==> src/hdl/wip_pkg.sv <==
// Shared types, constants and helpers of the wall and image point unit.
// No dependencies.
package wip_pkg;

  localparam int FifoDepth = 4;
  localparam logic [30:0] CutoffReset = 31'd1;

  // word passed from front to back through the queue
  typedef struct packed {
    logic [2:0][31:0] c;
    logic [2:0][31:0] n;
    logic [31:0]      wdist;
    logic [32:0]      delta;
  } item_t;

  // payload carried alongside the arithmetic pipeline
  typedef struct packed {
    logic [2:0][31:0] c;
    logic [2:0][31:0] nmag;
    logic [2:0]       nneg;
    logic [31:0]      dmag;
    logic             dneg;
    logic [31:0]      emag;
    logic             eneg;
  } pl_t;

  // clamp to the signed 32-bit range
  function automatic logic [31:0] sat32(input logic signed [36:0] v);
    logic [31:0] r;
    if (v > 37'sh0_7FFF_FFFF) r = 32'h7FFF_FFFF;
    else if (v < -37'sh0_8000_0000) r = 32'h8000_0000;
    else r = v[31:0];
    return r;
  endfunction

endpackage

==> src/hdl/wip_fifo.sv <==
// Short queue between front and back end.
// Depends on wip_pkg.
module wip_fifo #(
  parameter int DEPTH = wip_pkg::FifoDepth
) (
  input  logic           clk_i,
  input  logic           rst_ni,
  input  logic           push_valid_i,
  output logic           push_ready_o,
  input  wip_pkg::item_t push_item_i,
  output logic           pop_valid_o,
  input  logic           pop_ready_i,
  output wip_pkg::item_t pop_item_o
);
  import wip_pkg::*;

  localparam int AW = (DEPTH > 1) ? $clog2(DEPTH) : 1;
  localparam int CW = $clog2(DEPTH + 1);

  item_t         mem_q [DEPTH];
  logic [AW-1:0] wr_q, rd_q;
  logic [CW-1:0] cnt_q;
  logic          push, pop;

  assign push_ready_o = cnt_q != CW'(DEPTH);
  assign pop_valid_o  = cnt_q != '0;
  assign push = push_valid_i && push_ready_o;
  assign pop  = pop_valid_o && pop_ready_i;
  assign pop_item_o = mem_q[rd_q];

  // pointers and fill count
  always_ff @(posedge clk_i or negedge rst_ni) begin
    if (!rst_ni) begin
      wr_q  <= '0;
      rd_q  <= '0;
      cnt_q <= '0;
    end else begin
      if (push) wr_q <= (wr_q == AW'(DEPTH - 1)) ? '0 : wr_q + 1'b1;
      if (pop)  rd_q <= (rd_q == AW'(DEPTH - 1)) ? '0 : rd_q + 1'b1;
      if (push && !pop) cnt_q <= cnt_q + 1'b1;
      else if (pop && !push) cnt_q <= cnt_q - 1'b1;
    end
  end

  always_ff @(posedge clk_i) begin
    if (push) mem_q[wr_q] <= push_item_i;
  end
endmodule

==> config.mk <==
export PLATFORM = sky130hd
export DESIGN_NAME = wip_fifo
export DESIGN_NICKNAME = d
export VERILOG_FILES = /design/src/hdl/wip_pkg.sv /design/src/hdl/wip_fifo.sv
export SDC_FILE = /design/constraint.sdc
export NUM_CORES = 1
export LEC_CHECK = 0
export ABC_AREA = 1
export BUFFER_PORTS_ARGS = -buffer_cell sky130_fd_sc_hd__buf_2
export CORE_ASPECT_RATIO = 0.8
export CORE_MARGIN = 2
export CORE_UTILIZATION = 50
export CTS_CLUSTER_DIAMETER = 40
export DETAILED_ROUTE_END_ITERATION = 7
export GPL_TIMING_DRIVEN = 0
export PLACE_DENSITY_LB_ADDON = 0.15
export SYNTH_ARGS = -nofsm -noshare
export SYNTH_HDL_FRONTEND = slang
export SYNTH_SLANG_ARGS = --single-unit
==> constraint.sdc <==
create_clock -name clk_i -period 18.5 [get_ports clk_i]
set_input_delay 3.7 -clock clk_i [delete_from_list [all_inputs] [get_ports clk_i]]
set_output_delay 3.7 -clock clk_i [all_outputs]
set_load 0.01 [all_outputs]
After elaboration in Yosys (flattened, before gate mapping)
Memories as Yosys holds them, arrays and structs flattened. Index checks and enable logic that the tools add are counted.

Register bits after elaboration: 7. RAM bits: 1028. Bits of input ports: 261. Output and inout bits: 259. Word-level logic and storage cells: 25. Memories: 1.

Memory list: mem_q (words 4, width 257, read ports 1, clocked after memory_dff 0, write ports 1, RTL line wip_fifo.sv:20) `item_t mem_q [DEPTH];`.

$add $sub $neg: 4. Equality and inequality tests: 3. Muxes and demuxes: 6. Reductions and logical operators: 8.

Operators with widths (number): 2-to-1 mux 3 bit (2); adder 2 x 1 -> 2 bit, second input constant (2); equality test 2 bit, second input constant (2); logical AND 1 bit (4); 2-to-1 mux 2 bit (2); adder 3 x 1 -> 3 bit, second input constant (1); inequality test 3 bit, second input constant (1); nonzero test 3 bit (1); subtractor 3 x 1 -> 3 bit, second input constant (1); logical NOT 1 bit (2); 2-to-1 mux 1 bit (2); nonzero test 2 bit (1).

Logic depth before layout (Yosys ltp)
Gate-level depths: netlist of the first run.

Depth after elaboration: 6. Mapped depth: 12.

Least setup slack after synthesis of the first run
Ideal clock, no wire load.

Path kind: input to register. Start point: input push_valid_i. End point: memory mem_q[0][0] (netlist name) (enable). Setup time: 881 ps. Arrival: 14495 ps. Path slack: 3124 ps. Cell stages on the path: 2. Buffers on the path: 0. Path through: nand2_1 nor2_1.

Longest elaborated chain between the ends: 3.

RTL lines: from (decl) (RTL line wip_fifo.sv:8) `input logic push_valid_i,`; logical AND 1 bit (RTL line wip_fifo.sv:27) `assign push = push_valid_i && push_ready_o;`; 2-to-1 mux 1 bit (RTL line wip_fifo.sv:46) `if (push) mem_q[wr_q] <= push_item_i;`; 2-to-1 mux 1 bit (not written as such) (RTL line wip_fifo.sv:46); to (decl) (RTL line wip_fifo.sv:20).

Every way passes these cells.

==> metrics, run 1 <==
yosys warns=0; Setup CP Type=reg -> out; # DRC=0; Critical Path RT=14800 ps; via count=25.44k; DRT iter0 DRCs=2089; max cap viols=0; outcome=complete, no violations; Core ar.=81980 µm²; Filler cells=6358; row count=94; die height=260.9 µm; Seq pwr share=36.2%; Wirelength per Cell=20.63 µm; post-synthesis register bit count=1035; Non-Filler Instances=4974; Crit path top cell by count=buf_4; distinct cell type count after synthesis=19; crit-path max FO=10; clock share of power=29.2%; # placed instances=4723; TNS Setup=0 ps; P_leak=20.18 nW; final period utilization=34.79%; first-pass GRT wire length=150100 µm; NetSw=0.003051 W; die area=84820 µm²; headroom to the max-slew limit=47.36%; Hold-fix buffers, CTS=0; synthesis-to-layout area growth=22.65%; RSZ-0062 raised after global routing=false; combinational share of power=34.6%; CP Launch Type=flip-flop; dpl cell area=46140 µm²; Die Wd=325.1 µm; Starting Density=50.32%; clk_lat worst skew=700 ps; area leader, netlist=edfxtp_1; CP max-delay cell=clkbuf_1; fraction of layout cells with a size suffix above 1=23.97%; clock buffer depth=3; clock sinks=1035; antenna viol nets, final=0; P per Cell Area=172.3 nW/µm²; Global Route Usage Sum=23.80%; Int Pwr=0.005666 W; Net Count, Synth=3326; Worst Tran Pin Value=787.7 ps; Final Hold Vio Count=0; PortBufs=519; CP cell instances=buf_4 > buf_4 > clkbuf_1 > o211ai_1 > nand2_1 > buf_2; Final Cell Area=50590 µm²; worst min path class=reg -> reg; Synth area leaders=edfxtp_1 (75%), o211ai_1 (9.2%), nand2_1 (7.2%); CTS tree=yes; vias in the first global route=24.47k; synthesized cell area=41250 µm²; post-synthesis sequential area ratio=75.27%; CTS resizes=0; switching part of the total=35.00%; initial antenna violation count=38; DPL Wire Length=67630 µm; clk slew on worst S/H paths=50 ps; cell count after synthesis=3058; final setup fails=0; DR vias/cell=5.114; drt pass-1 iters=6; Top-Level Pins=520; WP data arrival=2740 ps; WL final=102600 µm; syn avg cell area=13.49 µm²; Setup crit end kind=output port; # nets final=4022; gpl congestion=0.7831; Congestion Overflow GR=0; fin crit period=6435 ps; Max H-tree Level=4; final core occ=61.71%; Final Max Slew Viols=0; post-CTS setup buffers=0; FMAX=155.4 MHz; Peak VDD IR=0.09428 mV; crit-path max cell delay=550 ps; clk_skew=28.24 ps; share of the synthesized area in the top cell type=74.84%; clock root buffer=clkbuf_16; largest net degree at the start of global routing=30; Num CTS Buffers=133
stage by stage:
stage / setup slack (ps) / total power [W] / hold WS (ps)
2_1_floorplan: 3124 / 0.005074 / 462.8
3_3_place_gp: -6140 / 0.006503 / 482.5
3_5_place_dp: 12490 / 0.006263 / 502.6
4_1_cts: 11930 / 0.008807 / 512.4
5_1_grt: 11890 / 0.009162 / 556.0
6_report: 12060 / 0.008717 / 518.5
registers in the layout, indices dropped and copies added, names as in the netlist:
name	flops
cnt_q	3
wr_q	2
mem_q	1028
rd_q	2
Yosys cell counts (all sizes together):
master	instances
edfxtp	1028
nand2	786
inv	528
o211ai	514
buf	146
clkbuf	26
dfrtp	7
nand3	7
ha	6
nor2	6
fa	1
nand4	1
o21ai	1
xnor2	1
critical path, delay by kind of cell, from the launching register on:
family,cells,cell delay (ps)
AOI/OAI and AO/OA,1,190
buffers and inverters,4,1240
DFF,1,370
and+or+nand+nor,1,240
power by group through the flow:
stage / logic (W) / registers [W] / clock network (W)
after floorplan: 0.00168 / 0.00340 / 0
final: 0.00302 / 0.00316 / 0.00254
after global placement: 0.00292 / 0.00359 / 0
after global routing: 0.00329 / 0.00319 / 0.00268
after CTS: 0.00307 / 0.00316 / 0.00258
after detailed placement: 0.00306 / 0.00320 / 0
metal layers:
| layer | share of wire (%) | global-route usage, % | vias up |
|---|---|---|---|
| li1 | - | - | 12140 |
| met2 | 49 | 38.26 | 764 |
| met3 | 8.7 | 7.510 | 166 |
| met1 | 41 | 31.33 | 12320 |
| met4 | 1.7 | 6.842 | 42 |
| met5 | 0.26 | 0 | - |
cell type report:
cell class	count	area, µm²	share of cell area [%]
Antenna cell	20	50.05	0.09893
Clock buffer	150	3498	6.915
Sequential cell	1035	31040	61.37
Timing Repair Buffer	561	3483	6.885
Clock inverter	81	899.6	1.778
Inverter	528	1982	3.918
Tap cell	1104	1381	2.730
Multi-Input combinational cell	1323	7052	13.94
Buffer	172	1199	2.369
kinds of logic (layout without fill, tap and decap cells):
group	after synthesis	in the layout	synth area share (%)
DFF	1035	1035	75.27
AOI/OAI and AO/OA	515	515	9.464
and+or+nand+nor	800	800	7.308
other	0	20	0
adders and majority gates	7	7	0.2305
buffers and inverters	700	1492	7.711
xor gates and xnor gates	1	1	0.02124
path summary, 6_finish.rpt:
path	start	end	slack, ps	depth (start not counted)
worst max-delay path	rd_q[1]	pop_item_o[100]	12060	6
worst min-delay path	cnt_q[2]	cnt_q[2]	520	2
worst max register to register	cnt_q[0]	mem_q[0][72]	15620	8
worst min register to register	cnt_q[2]	cnt_q[2]	520	2
max in group asynchronous	rst_ni	rd_q[1]	15500	1
min in group asynchronous	rst_ni	wr_q[0]	2820	1
cells in the final DEF, fill, tap and decap left out, types with 7 or more instances in the layout:
cell type	netlist	routed
buf_2	82	601
clkinv_2	0	20
inv_1	527	527
edfxtp_1	1028	1028
dfrtp_1	7	7
clkbuf_16	0	138
o211ai_2	8	8
buf_6	54	54
buf_4	9	9
clkbuf_1	26	38
clkinvlp_4	0	14
bufinv_16	0	16
o211ai_1	506	506
buf_12	0	36
nand2_1	786	786
clkinv_1	0	16
diode_2	0	20
nand3_1	7	7
(Power assumes the default switching activity.)
==> run 2, diff against run 1 <==
==> constraint.sdc (replaced) <==
create_clock -name clk_i -period 6.3 [get_ports clk_i]
set_input_delay 1.26 -clock clk_i [delete_from_list [all_inputs] [get_ports clk_i]]
set_output_delay 1.26 -clock clk_i [all_outputs]
set_load 0.01 [all_outputs]
==> run 2 against run 1 <==
Net effect: clock power rose to 3.0 times the previous value; sequential share of layout area fell by 0.15 points; register-to-register slack worse by 12000 ps; worst hold slack got worse by 130 ps; critical path depth is the same; flip-flop and latch count unchanged; critical endpoint is now pop_item_o[106]; critical path type unchanged; via count rose by 0.60%; clock skew is 8.5 ps lower; total power increased to 3.0 times the previous value.
==> metrics, run 2 (same netlist as run 1, synthesis figures left out) <==
outcome=complete, no violations; Final Cell Area=50720 µm² (+0.25%); crit-path max FO=10 (unchanged); P_leak=20.22 nW (+0.19%); storage element area=31040 µm² (unchanged); multi-input combinational cell area=7052 µm² (unchanged); most frequent cells in the layout=edfxtp_1 (1028), nand2_1 (786), buf_2 (601), inv_1 (527), o211ai_1 (506); Top-Level Pins=520 (unchanged); PortBufs=519 (unchanged); Seq pwr share=36.0% (-0.2 points); most flop-heavy register=mem_q; clock buffer depth=3 (unchanged); Num CTS Buffers=132 (-0.75%); WP data arrival=2670 ps (-70 ps); Int Pwr=0.01671 W (+190%); final core occ=61.87% (+0.16 points); switching part of the total=35.16% (+0.16 points); headroom to the max-slew limit=40.88% (-6.5 points); row count=94 (unchanged); Worst Tran Pin Value=884.7 ps (+96.99 ps); # nets final=4024 (+0.050%); initial antenna violation count=33 (-13%); Critical Path RT=5040 ps (-9760 ps); max FFs per register=1028 (unchanged); CTS tree=yes; clock root buffer=clkbuf_16; final hold slack=384.4 ps (-134.2 ps); worst min path class=in -> async; largest net degree at the start of global routing=30 (unchanged); DR vias/cell=5.137 (+0.46%); first-pass GRT wire length=151400 µm (+0.89%); gpl congestion=0.7708 (-1.6%); commonest non-fill, non-tap cell in the layout=edfxtp_1; FMAX=254.2 MHz; clock sinks=1035 (unchanged); Setup crit end kind=output port; dpl cell area=46240 µm² (+0.21%); combinational share of power=34.8% (+0.2 points); DPL Wire Length=68530 µm (+1.3%); max cap viols=0 (unchanged); # DRC=0 (unchanged); top flop regs=mem_q: 1028 flops, cnt_q: 3 flops; final period utilization=62.44%; antenna viol nets, final=0 (unchanged); NetSw=0.009063 W (+200%); clk_lat worst skew=710 ps (about the same); final setup fails=0 (unchanged); FF-to-FF Start=cnt_q[0]; clk slew on worst S/H paths=60 ps (about the same); fraction of layout cells with a size suffix above 1=23.93% (-0.044 points); Hold-fix buffers, CTS=0 (unchanged); total power=0.02578 W (+200%); Global Route Usage Sum=24.15% (+0.35 points); Max H-tree Level=4 (unchanged); Setup CP Type=reg -> out; WL final=104300 µm (+1.6%); post-CTS setup buffers=0 (unchanged); Final Max Slew Viols=0 (unchanged); Filler cells=6279 (-1.2%); die height=260.9 µm (unchanged); synthesis-to-layout area growth=22.96%; fin crit period=3934 ps; die area=84820 µm² (unchanged); Die Wd=325.1 µm (unchanged); CP Launch Type=flip-flop; RSZ-0062 raised after global routing=false; Congestion Overflow GR=0 (unchanged); Final Hold Vio Count=0 (unchanged); Peak VDD IR=0.3868 mV (+310%); via count=25.59k (+0.60%); clock share of power=29.2% (about the same); drt pass-1 iters=5 (-1); DRT iter0 DRCs=2059 (-1.4%); P per Cell Area=508.2 nW/µm² (+190%); CP Launch Point=rd_q[1]; Starting Density=50.32% (unchanged); vias in the first global route=24.66k (+0.74%); TNS Setup=0 ps (unchanged); clk_skew=19.75 ps (-8.481 ps); Core ar.=81980 µm² (unchanged); CTS resizes=0 (unchanged); Wirelength per Cell=20.93 µm (+1.5%)
==> run 2: cell count changes in the layout (fill, tap and decap cells not counted) <==
cell / previous run / this run
clkinvlp_4: 14 / 15
buf_16: 6 / 11
clkinv_1: 16 / 20
bufinv_16: 16 / 18
clkbuf_1: 38 / 41
inv_6: 6 / 11
buf_12: 36 / 34
clkinv_2: 20 / 13
clkbuf_16: 138 / 136
inv_8: 3 / 1
==> run 2: layer usage <==
metal | vias to the layer above | part of all wire (%) | global-route usage, %
li1 | 12160 | - | -
met1 | 12430 | 42 | 32.33
met2 | 785 | 48 | 38.91
met3 | 181 | 7.9 | 6.309
met4 | 30 | 2.1 | 7.639
met5 | - | 0.19 | 0
==> run 2: critical path, cell delays in order (launching register included) <==
cell and delay [ps]:
dfrtp_1 340, buf_4 220, buf_4 310, clkbuf_1 570, o211ai_1 180, nand2_1 110, buf_2 220
==> run 2: power groups by stage <==
stage	clock, W	combinational [W]	sequential, W
after floorplan	0	0.00493	0.00971
after global placement	0	0.00857	0.0100
after detailed placement	0	0.00908	0.00941
after CTS	0.00765	0.00912	0.00927
after global routing	0.00792	0.00976	0.00936
final	0.00754	0.00897	0.00927
==> run 2: path summary, 6_finish.rpt <==
path | slack (ps) | cells after the start | to
hold / removal | 380 | 1 | cnt_q[1]
min in group clk_i | 510 | 2 | cnt_q[2]
setup / recovery | 2370 | 6 | pop_item_o[106]
setup reg to reg | 3290 | 8 | mem_q[0][18]
max in group asynchronous | 5740 | 1 | rd_q[1]
hold reg to reg | 510 | 2 | cnt_q[2]
==> run 2: metrics by stage <==
stage | setup WS (ps) | instances
detailed placement | 2532 | 4726
CTS | 2276 | 4961
floorplan | -2316 | 3058
global route | 2202 | 4970
global placement | -7994 | 4681
finish | 2366 | 4981
==> run 2: final cells by class <==
cell class / count / share of cell area [%]
Antenna cell: 20 / 0.09868
Tap cell: 1104 / 2.724
Sequential cell: 1035 / 61.21
Timing Repair Buffer: 564 / 7.061
Multi-Input combinational cell: 1323 / 13.90
Inverter: 528 / 3.908
Buffer: 172 / 2.363
Clock buffer: 151 / 6.821
Clock inverter: 84 / 1.909
