### src/hdl/wip_pkg.sv
// Shared types, constants and helpers of the wall and image point unit.
// No dependencies.
package wip_pkg;

  localparam int FifoDepth = 4;
  localparam logic [30:0] CutoffReset = 31'd1;

  // word passed from front to back through the queue
  typedef struct packed {
    logic [2:0][31:0] c;
    logic [2:0][31:0] n;
    logic [31:0]      wdist;
    logic [32:0]      delta;
  } item_t;

  // payload carried alongside the arithmetic pipeline
  typedef struct packed {
    logic [2:0][31:0] c;
    logic [2:0][31:0] nmag;
    logic [2:0]       nneg;
    logic [31:0]      dmag;
    logic             dneg;
    logic [31:0]      emag;
    logic             eneg;
  } pl_t;

  // clamp to the signed 32-bit range
  function automatic logic [31:0] sat32(input logic signed [36:0] v);
    logic [31:0] r;
    if (v > 37'sh0_7FFF_FFFF) r = 32'h7FFF_FFFF;
    else if (v < -37'sh0_8000_0000) r = 32'h8000_0000;
    else r = v[31:0];
    return r;
  endfunction

endpackage

### src/hdl/wip_front.sv
// Front end: input register, cutoff register and offset selection.
// Depends on wip_pkg.
module wip_front (
  input  logic           clk_i,
  input  logic           rst_ni,
  input  logic           cfg_we_i,
  input  logic [30:0]    geom_cutoff_i,
  input  logic           in_valid_i,
  output logic           in_ready_o,
  input  logic [31:0]    corr_x_i,
  input  logic [31:0]    corr_y_i,
  input  logic [31:0]    corr_z_i,
  input  logic [31:0]    norm_x_i,
  input  logic [31:0]    norm_y_i,
  input  logic [31:0]    norm_z_i,
  input  logic [31:0]    wall_dist_i,
  input  logic [31:0]    inner_offset_i,
  input  logic [31:0]    outer_offset_i,
  output logic           q_valid_o,
  input  logic           q_ready_i,
  output wip_pkg::item_t q_item_o
);
  import wip_pkg::*;

  logic [30:0] cutoff_q;
  logic        f_valid_q;
  item_t       f_item_q, f_item_d;
  logic signed [32:0] cut33, d33, hi33, he33;

  // cutoff register
  always_ff @(posedge clk_i or negedge rst_ni) begin
    if (!rst_ni) cutoff_q <= CutoffReset;
    else if (cfg_we_i) cutoff_q <= geom_cutoff_i;
  end

  // pick the image offset
  always_comb begin
    cut33 = $signed({2'b00, cutoff_q});
    d33   = $signed({wall_dist_i[31], wall_dist_i});
    hi33  = $signed({inner_offset_i[31], inner_offset_i});
    he33  = $signed({outer_offset_i[31], outer_offset_i});
    f_item_d.c     = {corr_z_i, corr_y_i, corr_x_i};
    f_item_d.n     = {norm_z_i, norm_y_i, norm_x_i};
    f_item_d.wdist = wall_dist_i;
    priority if (d33 > cut33) f_item_d.delta = he33;
    else if (hi33 <= cut33) f_item_d.delta = -d33;
    else f_item_d.delta = hi33;
  end

  assign in_ready_o = !f_valid_q || q_ready_i;

  always_ff @(posedge clk_i or negedge rst_ni) begin
    if (!rst_ni) f_valid_q <= 1'b0;
    else if (in_ready_o) f_valid_q <= in_valid_i;
  end

  always_ff @(posedge clk_i) begin
    if (in_valid_i && in_ready_o) f_item_q <= f_item_d;
  end

  assign q_valid_o = f_valid_q;
  assign q_item_o  = f_item_q;
endmodule

### config.mk
export PLATFORM = sky130hd
export DESIGN_NAME = wip_front
export DESIGN_NICKNAME = d
export VERILOG_FILES = /design/src/hdl/wip_pkg.sv /design/src/hdl/wip_front.sv
export SDC_FILE = /design/constraint.sdc
export NUM_CORES = 1
export LEC_CHECK = 0
export BUFFER_PORTS_ARGS = -buffer_cell sky130_fd_sc_hd__buf_2
export CAP_MARGIN = 10
export CORE_AREA = 2 2 229 231
export CTS_BUF_LIST = sky130_fd_sc_hd__clkbuf_16
export CTS_CLUSTER_SIZE = 12
export DETAILED_ROUTE_END_ITERATION = 8
export DIE_AREA = 0 0 231 233
export SLEW_MARGIN = 5
export SYNTH_ARGS = -nofsm -noshare
export SYNTH_HDL_FRONTEND = slang
export SYNTH_SLANG_ARGS = --single-unit
### constraint.sdc
create_clock -name clk_i -period 6.8 [get_ports clk_i]
set_clock_uncertainty 0.1 [all_clocks]
set_input_delay 1.02 -clock clk_i [delete_from_list [all_inputs] [get_ports clk_i]]
set_output_delay 1.02 -clock clk_i [all_outputs]
set_load 0.02 [all_outputs]
==> Yosys cells after proc, flatten, opt, wreduce, memory -nomap -nowiden <==
Cells that the tools add are included.
{ "totals": {"regBits": 289, "in_bits": 324, "wordCells": 18} }
{ "op_classes": {"n_addsub": 1, "magnitude_cmp": 2, "n_mux": 2, "n_reduce_logical": 3} }
{ "ops": {"columns": ["cell", "n"], "rows": [
  ["two-way mux 33 bit", 2],
  ["negation 32 -> 33 bit", 1],
  ["greater-than comparator 32 bit", 1],
  ["less-or-equal comparator 32 bit", 1],
  ["logical AND 1 bit", 1],
  ["zero test 1 bit", 1],
  ["logical OR 1 bit", 1]
]} }

==> Depth between registers and ports, before layout <==
Gate-level depths: netlist of run 1.
{ "logic_depth": {"word_depth": 3, "depth_mapped": 10} }

==> Worst setup path after synthesis of run 1 <==
No wires, ideal clock.
{ "synth_timing": {"path_type": "in2reg", "startpoint": "input q_ready_i", "endpoint": "register f_item_q (netlist bit q_item_o[0]) (enable)", "arrival_ns": 7.154, "path_slack_ns": -1.104, "stages": 2, "n_path_buf": 0, "path_cell_list": "nand2b_1 and2_1"} }
{ "synth_via": {"elab_chain_cells": 2} }
{ "synth_rtl": {"columns": ["item", "line", "text"], "rows": [
  ["start: declaration", "wip_front.sv:20", "input logic q_ready_i,"],
  ["logical OR 1 bit", "wip_front.sv:50", "assign in_ready_o = !f_valid_q || q_ready_i;"],
  ["logical AND 1 bit", "wip_front.sv:58", "if (in_valid_i && in_ready_o) f_item_q <= f_item_d;"],
  ["end signal: assignment", "wip_front.sv:58", null],
  ["end: declaration", "wip_front.sv:27", "item_t f_item_q, f_item_d;"]
]} }
No other way between the ends.
A chain may end at the register's enable or synchronous reset.

==> results.md, run 1 <==
- Outcome: finished, final reports clean
- Wire per inst: 24.4 µm
- Clock transition at path regs: 0.05 ns
- Total number of vias: 9346
- GRT Total Usage: 0.183
- Num ports: 583
- Detailed Place HPWL: 41500 µm
- First-pass GRT wire length: 68800 µm
- TritonCTS clock tree: yes
- Layout cells sized above 1: 0.469
- Synthesis-to-layout area growth: 42.1%
- Crit-path max FO: 33
- CTS sink count: 289
- Post_cts resized: 0
- Final critical-path share of the clock period: 0.600
- Die H: 233 µm
- Post-synthesis sequential area ratio: 0.724
- Critical Path AT: 4.27 ns
- Total CTS buffers: 37
- Commonest non-fill, non-tap cell in the layout: buf_2
- P_int: 3.39 mW
- Fmax: 245 MHz
- Core area: 0.0511 mm²
- Final Hold Fails: 0
- WP data required: 6.99 ns
- Synth Flop Type: edfxtp_1
- P per Cell Area: 278 mW/mm²
- Asr flop ratio synth: 0.111
- Slew headroom: 0.238
- Worst-Skew Late Latency: 0.56 ns
- Peak supply drop: 0.156 mV
- Most frequent cells in the layout: 582 x buf_2, 257 x edfxtp_1, 68 x o21ai_0
- Seq cells post-synth: 289
- Vias per std cell: 4.44
- Net Switching: 1.26 mW
- Final hold slack: 0.438 ns
- Syn_nets: 1180
- Total Neg Setup Slack: 0 ns
- Switching Fraction: 0.271
- Unrepaired setup endpoints after global routing: false
- Largest net degree at the start of global routing: 124
- Clk pwr share: 0.409
- Tmin final: 4.08 ns
- Die footprint: 0.0538 mm²
- Gpl congestion: 0.859
- Tightest Hold Check Type: reg2reg
- DRC Markers: 0
- Setup crit end kind: flip-flop
- Rows: 83
- Max clock buf depth: 3
- Root Buffer: clkbuf_16
- Cells after Synth: 793
- DRT Pass-1 Iters: 5
- Final core area utilization: 0.327
- Vias in the first global route: 9230
- Startpoint types: input port
- Number of routed nets with antenna violations: 0
- Number of synthesized flops with an enable pin: 257
- Post-CTS setup buffers: 0
- Initial core utilization: 0.230
- Yosys warns: 0
- Die X: 231 µm
- Post-Synthesis Mean Instance Area: 14.8 µm²
- Sequential Power Share: 0.453
- WS Path Type: in2reg
- Grt total ovfl: 0
- Final slew viol count: 0
- H-tree depth: 2
- Netlist cell types: 52
- Number of buffers added on ports: 582
- Fin nets: 1780
- Initial antenna violation count: 20
- Hold buffer count at cts: 0
- Drt first-iter violations: 499
- WL final: 51300 µm
- Comb power frac: 0.138
- Measured slew at the worst slew-check pin: 1.14 ns
- Final setup vio count: 0
- Post-Syn Area: 0.0118 mm²
- LEAKAGE: 7.01 nW
- Max Cap Viol: 0
==> synth_stat cells, types with 3 or more instances <==
cell type  instances  area, µm²
nand2_1           43        161
inv_1             34        128
nand4_1           25        156
buf_2             10       50.1
xnor2_1            6       52.6
a31oi_1           31        194
nor3_1             6       30.0
xor2_1            21        184
o21a_1             5       37.5
nor2b_1            3       18.8
buf_4              3       22.5
nor2_1            15       56.3
nand3_1           36        180
a21o_1             3       22.5
dfrtp_1           31        776
edfxtp_1         257       7720
nand4b_1           4       35.0
nor4_1             6       37.5
or3_1              6       37.5
ha_1              63        788
clkbuf_1          20       75.1
a21oi_1           58        290
o21ai_0           68        340
==> routing by layer <==
layer / vias to the layer above / global-route usage / part of all wire
li1: 4275 / - / -
met1: 4588 / 0.214 / 0.39
met2: 386 / 0.306 / 0.49
met3: 85 / 0.0586 / 0.080
met4: 12 / 0.0815 / 0.036
met5: - / 0 / 0.0015
==> path summary, 6_finish.rpt <==
path,from,to,slack (ns),depth (start not counted)
setup / recovery,wall_dist_i[23],q_item_o[5],2.72,10
hold / removal,q_valid_o,q_valid_o,0.44,2
setup reg to reg,cutoff_q[27],q_item_o[5],2.98,10
hold reg to reg,q_valid_o,q_valid_o,0.44,2
max in group asynchronous,rst_ni,cutoff_q[4],5.65,1
min in group asynchronous,rst_ni,cutoff_q[14],0.45,1
==> per-stage QoR <==
step                std cells  total power [mW]  worst slack, ns  area, µm²
global placement         2032              2.77             1.75      15500
finish                   2105              4.64             2.72      16700
CTS                      2095              4.71             2.22      16700
global route             2101              4.82             2.59      16700
floorplan                 793              2.46             1.77      11800
detailed placement       2032              2.78             1.63      15500
==> cells by family (layout without fill, tap and decap cells) <==
family	count (synthesis)	count (layout)	share of synthesized area
AOI/OAI and AO/OA	184	184	0.0889
xor gates and xnor gates	27	27	0.0201
adders and majority gates	63	63	0.0670
buffers and inverters	67	691	0.0234
DFF	289	289	0.724
muxes	1	1	0.000957
other	0	8	0
and+or+nand+nor	162	162	0.0760
==> worst max-delay path, stage by stage <==
cell	delay (ns)
buf_2	0.17
ha_1	0.33
nand4_1	0.17
nor4_1	0.90
a21oi_1	0.33
o311ai_4	0.17
buf_4	0.37
and2_1	0.41
buf_8	0.24
a31oi_1	0.12
==> area by class of cell <==
type,count,area [µm²]
clock inverters,25,214
well taps,680,851
flip-flops and latches,289,8520
multi-input cells,437,3010
repair buffers,594,3030
clock buffers,38,951
inverters,34,128
diodes,8,20.0
fillers,5221,34400
==> state kept, by name, summed over array words and instances, names as in the netlist <==
| signal | flops |
|---|---|
| q_valid_o | 1 |
| cutoff_q | 31 |
| q_item_o | 257 |
==> power groups by stage <==
stage | clock network, mW | registers [mW] | logic [mW]
floorplan | 0 | 2.26 | 0.198
global placement | 0 | 2.14 | 0.635
detailed placement | 0 | 2.14 | 0.647
CTS | 1.96 | 2.10 | 0.650
global route | 2.02 | 2.11 | 0.697
finish | 1.90 | 2.10 | 0.641
(Power assumes the default switching activity.)
==> run 2: changes to the inputs <==
- clock period: 6.8 -> 3.7 ns (I/O delays scaled with it)
==> run 2 against run 1 <==
  * Utilization rose by 0.52 points
  * Non-clock buffer count rose by 18
  * Wire length shrank 0.39%
  * Highest routed layer unchanged
  * Register-to-register slack got worse by 2.4 ns
  * Sequential share of layout area down 0.80 points
  * Combinational power rose by 87%
  * Critical path depth did not move
  * Global-route usage shrank 0.086 points
  * Largest cell class unchanged
  * Worst setup slack got worse by 2.1 ns
  * Via count increased by 2.4%
==> results.md, run 2 (synthesis gave the netlist of run 1 again) <==
- Unrepaired setup endpoints after global routing: false
- Detailed Place HPWL: 42000 µm (+1.3%)
- Reg2reg path depth: 10 (unchanged)
- Final hold slack: 0.0698 ns (-0.369 ns)
- Hold buffer count at cts: 1 (+1)
- Measured slew at the worst slew-check pin: 0.909 ns (-0.235 ns)
- Critical Path AT: 3.25 ns (-1.02 ns)
- Fillers: 5178 (-0.82%)
- Total number of vias: 9573 (+2.4%)
- Core area: 0.0511 mm² (unchanged)
- Outcome: finished, final reports clean
- Number of flip-flops in the largest register: 257 (unchanged)
- Max clock buf depth: 3 (unchanged)
- P per Cell Area: 517 mW/mm² (+86%)
- Vias per std cell: 4.50 (+1.3%)
- Initial antenna violation count: 19 (-5.0%)
- Number of buffers added on ports: 582 (unchanged)
- Tmin final: 3.08 ns
- Die H: 233 µm (unchanged)
- Max incr delay on CP: 0.51 ns (-0.39 ns)
- Peak supply drop: 0.296 mV (+90%)
- Drt first-iter violations: 522 (+4.6%)
- Area of the multi-input gates: 0.00301 mm² (about the same)
- Post-CTS setup buffers: 0 (unchanged)
- Final setup vio count: 0 (unchanged)
- Layout cells sized above 1: 0.477 (+0.00745)
- Final critical-path share of the clock period: 0.831
- Die X: 231 µm (unchanged)
- Slew headroom: 0.394 (+0.156)
- Fin nets: 1799 (+1.1%)
- Max Cap Viol: 0 (unchanged)
- Post_cts resized: 0 (unchanged)
- GRT Total Usage: 0.182 (-0.000865)
- Most frequent cells in the layout: 582 x buf_2, 257 x edfxtp_1, 68 x o21ai_0
- Final slew viol count: 0 (unchanged)
- Number of routed nets with antenna violations: 0 (unchanged)
- Most common cell on crit path: buf_4
- DRT Pass-1 Iters: 7 (+2)
- WP buf/inv: 3 (unchanged)
- Vias in the first global route: 9575 (+3.7%)
- Crit-path cells: inv_1, ha_1, nand4_1, nor4_1, buf_4, a21oi_1, o21a_1, buf_4, o21ai_0, a31oi_1
- WL final: 51100 µm (-0.39%)
- Total CTS buffers: 38 (+2.7%)
- Num ports: 583 (unchanged)
- Crit-path max FO: 11 (-67%)
- Commonest non-fill, non-tap cell in the layout: buf_2
- Final std cells w/o fill: 2128 (+1.1%)
- Grt total ovfl: 0 (unchanged)
- DRC Markers: 0 (unchanged)
- Wire per inst: 24.0 µm (-1.5%)
- Gpl congestion: 0.892 (+3.8%)
- WP data required: 3.87 ns (-3.12 ns)
- CTS sink count: 289 (unchanged)
- Tightest Hold Check Type: in2reg
- Fmax: 325 MHz
- Number of instances in the placed design: 2051 (+0.94%)
- Initial core utilization: 0.230 (unchanged)
- WS Path Type: reg2reg
- Setup crit end kind: flip-flop
- LEAKAGE: 7.16 nW (+2.1%)
- Register Area: 0.00852 mm² (unchanged)
- Synthesis-to-layout area growth: 44.3%
- Total Neg Setup Slack: 0 ns (unchanged)
- Die footprint: 0.0538 mm² (unchanged)
- Top delay family on crit path: compound AO/OA/AOI/OAI gates
- Critical-path top delay cell: nor4_1
- Clock transition at path regs: 0.06 ns (about the same)
- Worst hold stages: 1 (-1)
- First-pass GRT wire length: 69400 µm (+0.79%)
- Startpoint types: flip-flop
- Worst-Skew Late Latency: 0.54 ns (-0.02 ns)
- Root Buffer: clkbuf_16
- Final Hold Fails: 0 (unchanged)
- Worst path depth: 10 (unchanged)
- Largest net degree at the start of global routing: 62 (-50%)
- Flop-to-flop setup slack: 0.62 ns (-2.36 ns)
- Rows: 83 (unchanged)
- TritonCTS clock tree: yes
- H-tree depth: 2 (unchanged)
run 2: through the flow:
| step | cell area, µm² | util | power [mW] | setup WS [ns] |
|---|---|---|---|---|
| 2_1_floorplan | 11800 | - | 4.51 | 0.504 |
| 3_3_place_gp | 15700 | 0.307 | 5.11 | 0.270 |
| 5_1_grt | 17000 | 0.332 | 9.15 | 0.487 |
| 3_5_place_dp | 15700 | 0.307 | 5.13 | 0.339 |
| 4_1_cts | 17000 | 0.332 | 8.92 | 0.619 |
| 6_report | 17000 | 0.333 | 8.78 | 0.624 |
run 2: layer usage:
metal / up-vias / GRT usage / wire [µm]
li1: 4310 / - / -
met1: 4733 / 0.213 / 19600
met2: 436 / 0.322 / 25900
met3: 84 / 0.0506 / 4200
met4: 10 / 0.0558 / 1330
met5: - / 0 / 67
run 2: worst paths after layout:
kind / start / endpoint
hold reg to reg: q_valid_o / q_valid_o
hold / removal: corr_y_i[5] / q_item_o[198]
setup / recovery: cutoff_q[14] / q_item_o[19]
min in group asynchronous: rst_ni / cutoff_q[28]
setup reg to reg: cutoff_q[14] / q_item_o[19]
max in group asynchronous: rst_ni / cutoff_q[5]
run 2: final cells by class:
type	instances	area share
tap	680	0.0501
antenna	7	0.00103
inverter	34	0.00751
timing repair buffer	612	0.189
multi-input combinational	437	0.177
sequential	289	0.501
clock buffer	39	0.0574
clock inverter	30	0.0169
run 2: power breakdown:
| part | switching (mW) | internal (mW) |
|---|---|---|
| combinational | 0.783 | 0.413 |
| sequential | 0.0554 | 3.80 |
| clock | 1.50 | 2.22 |
| total | 2.34 | 6.44 |
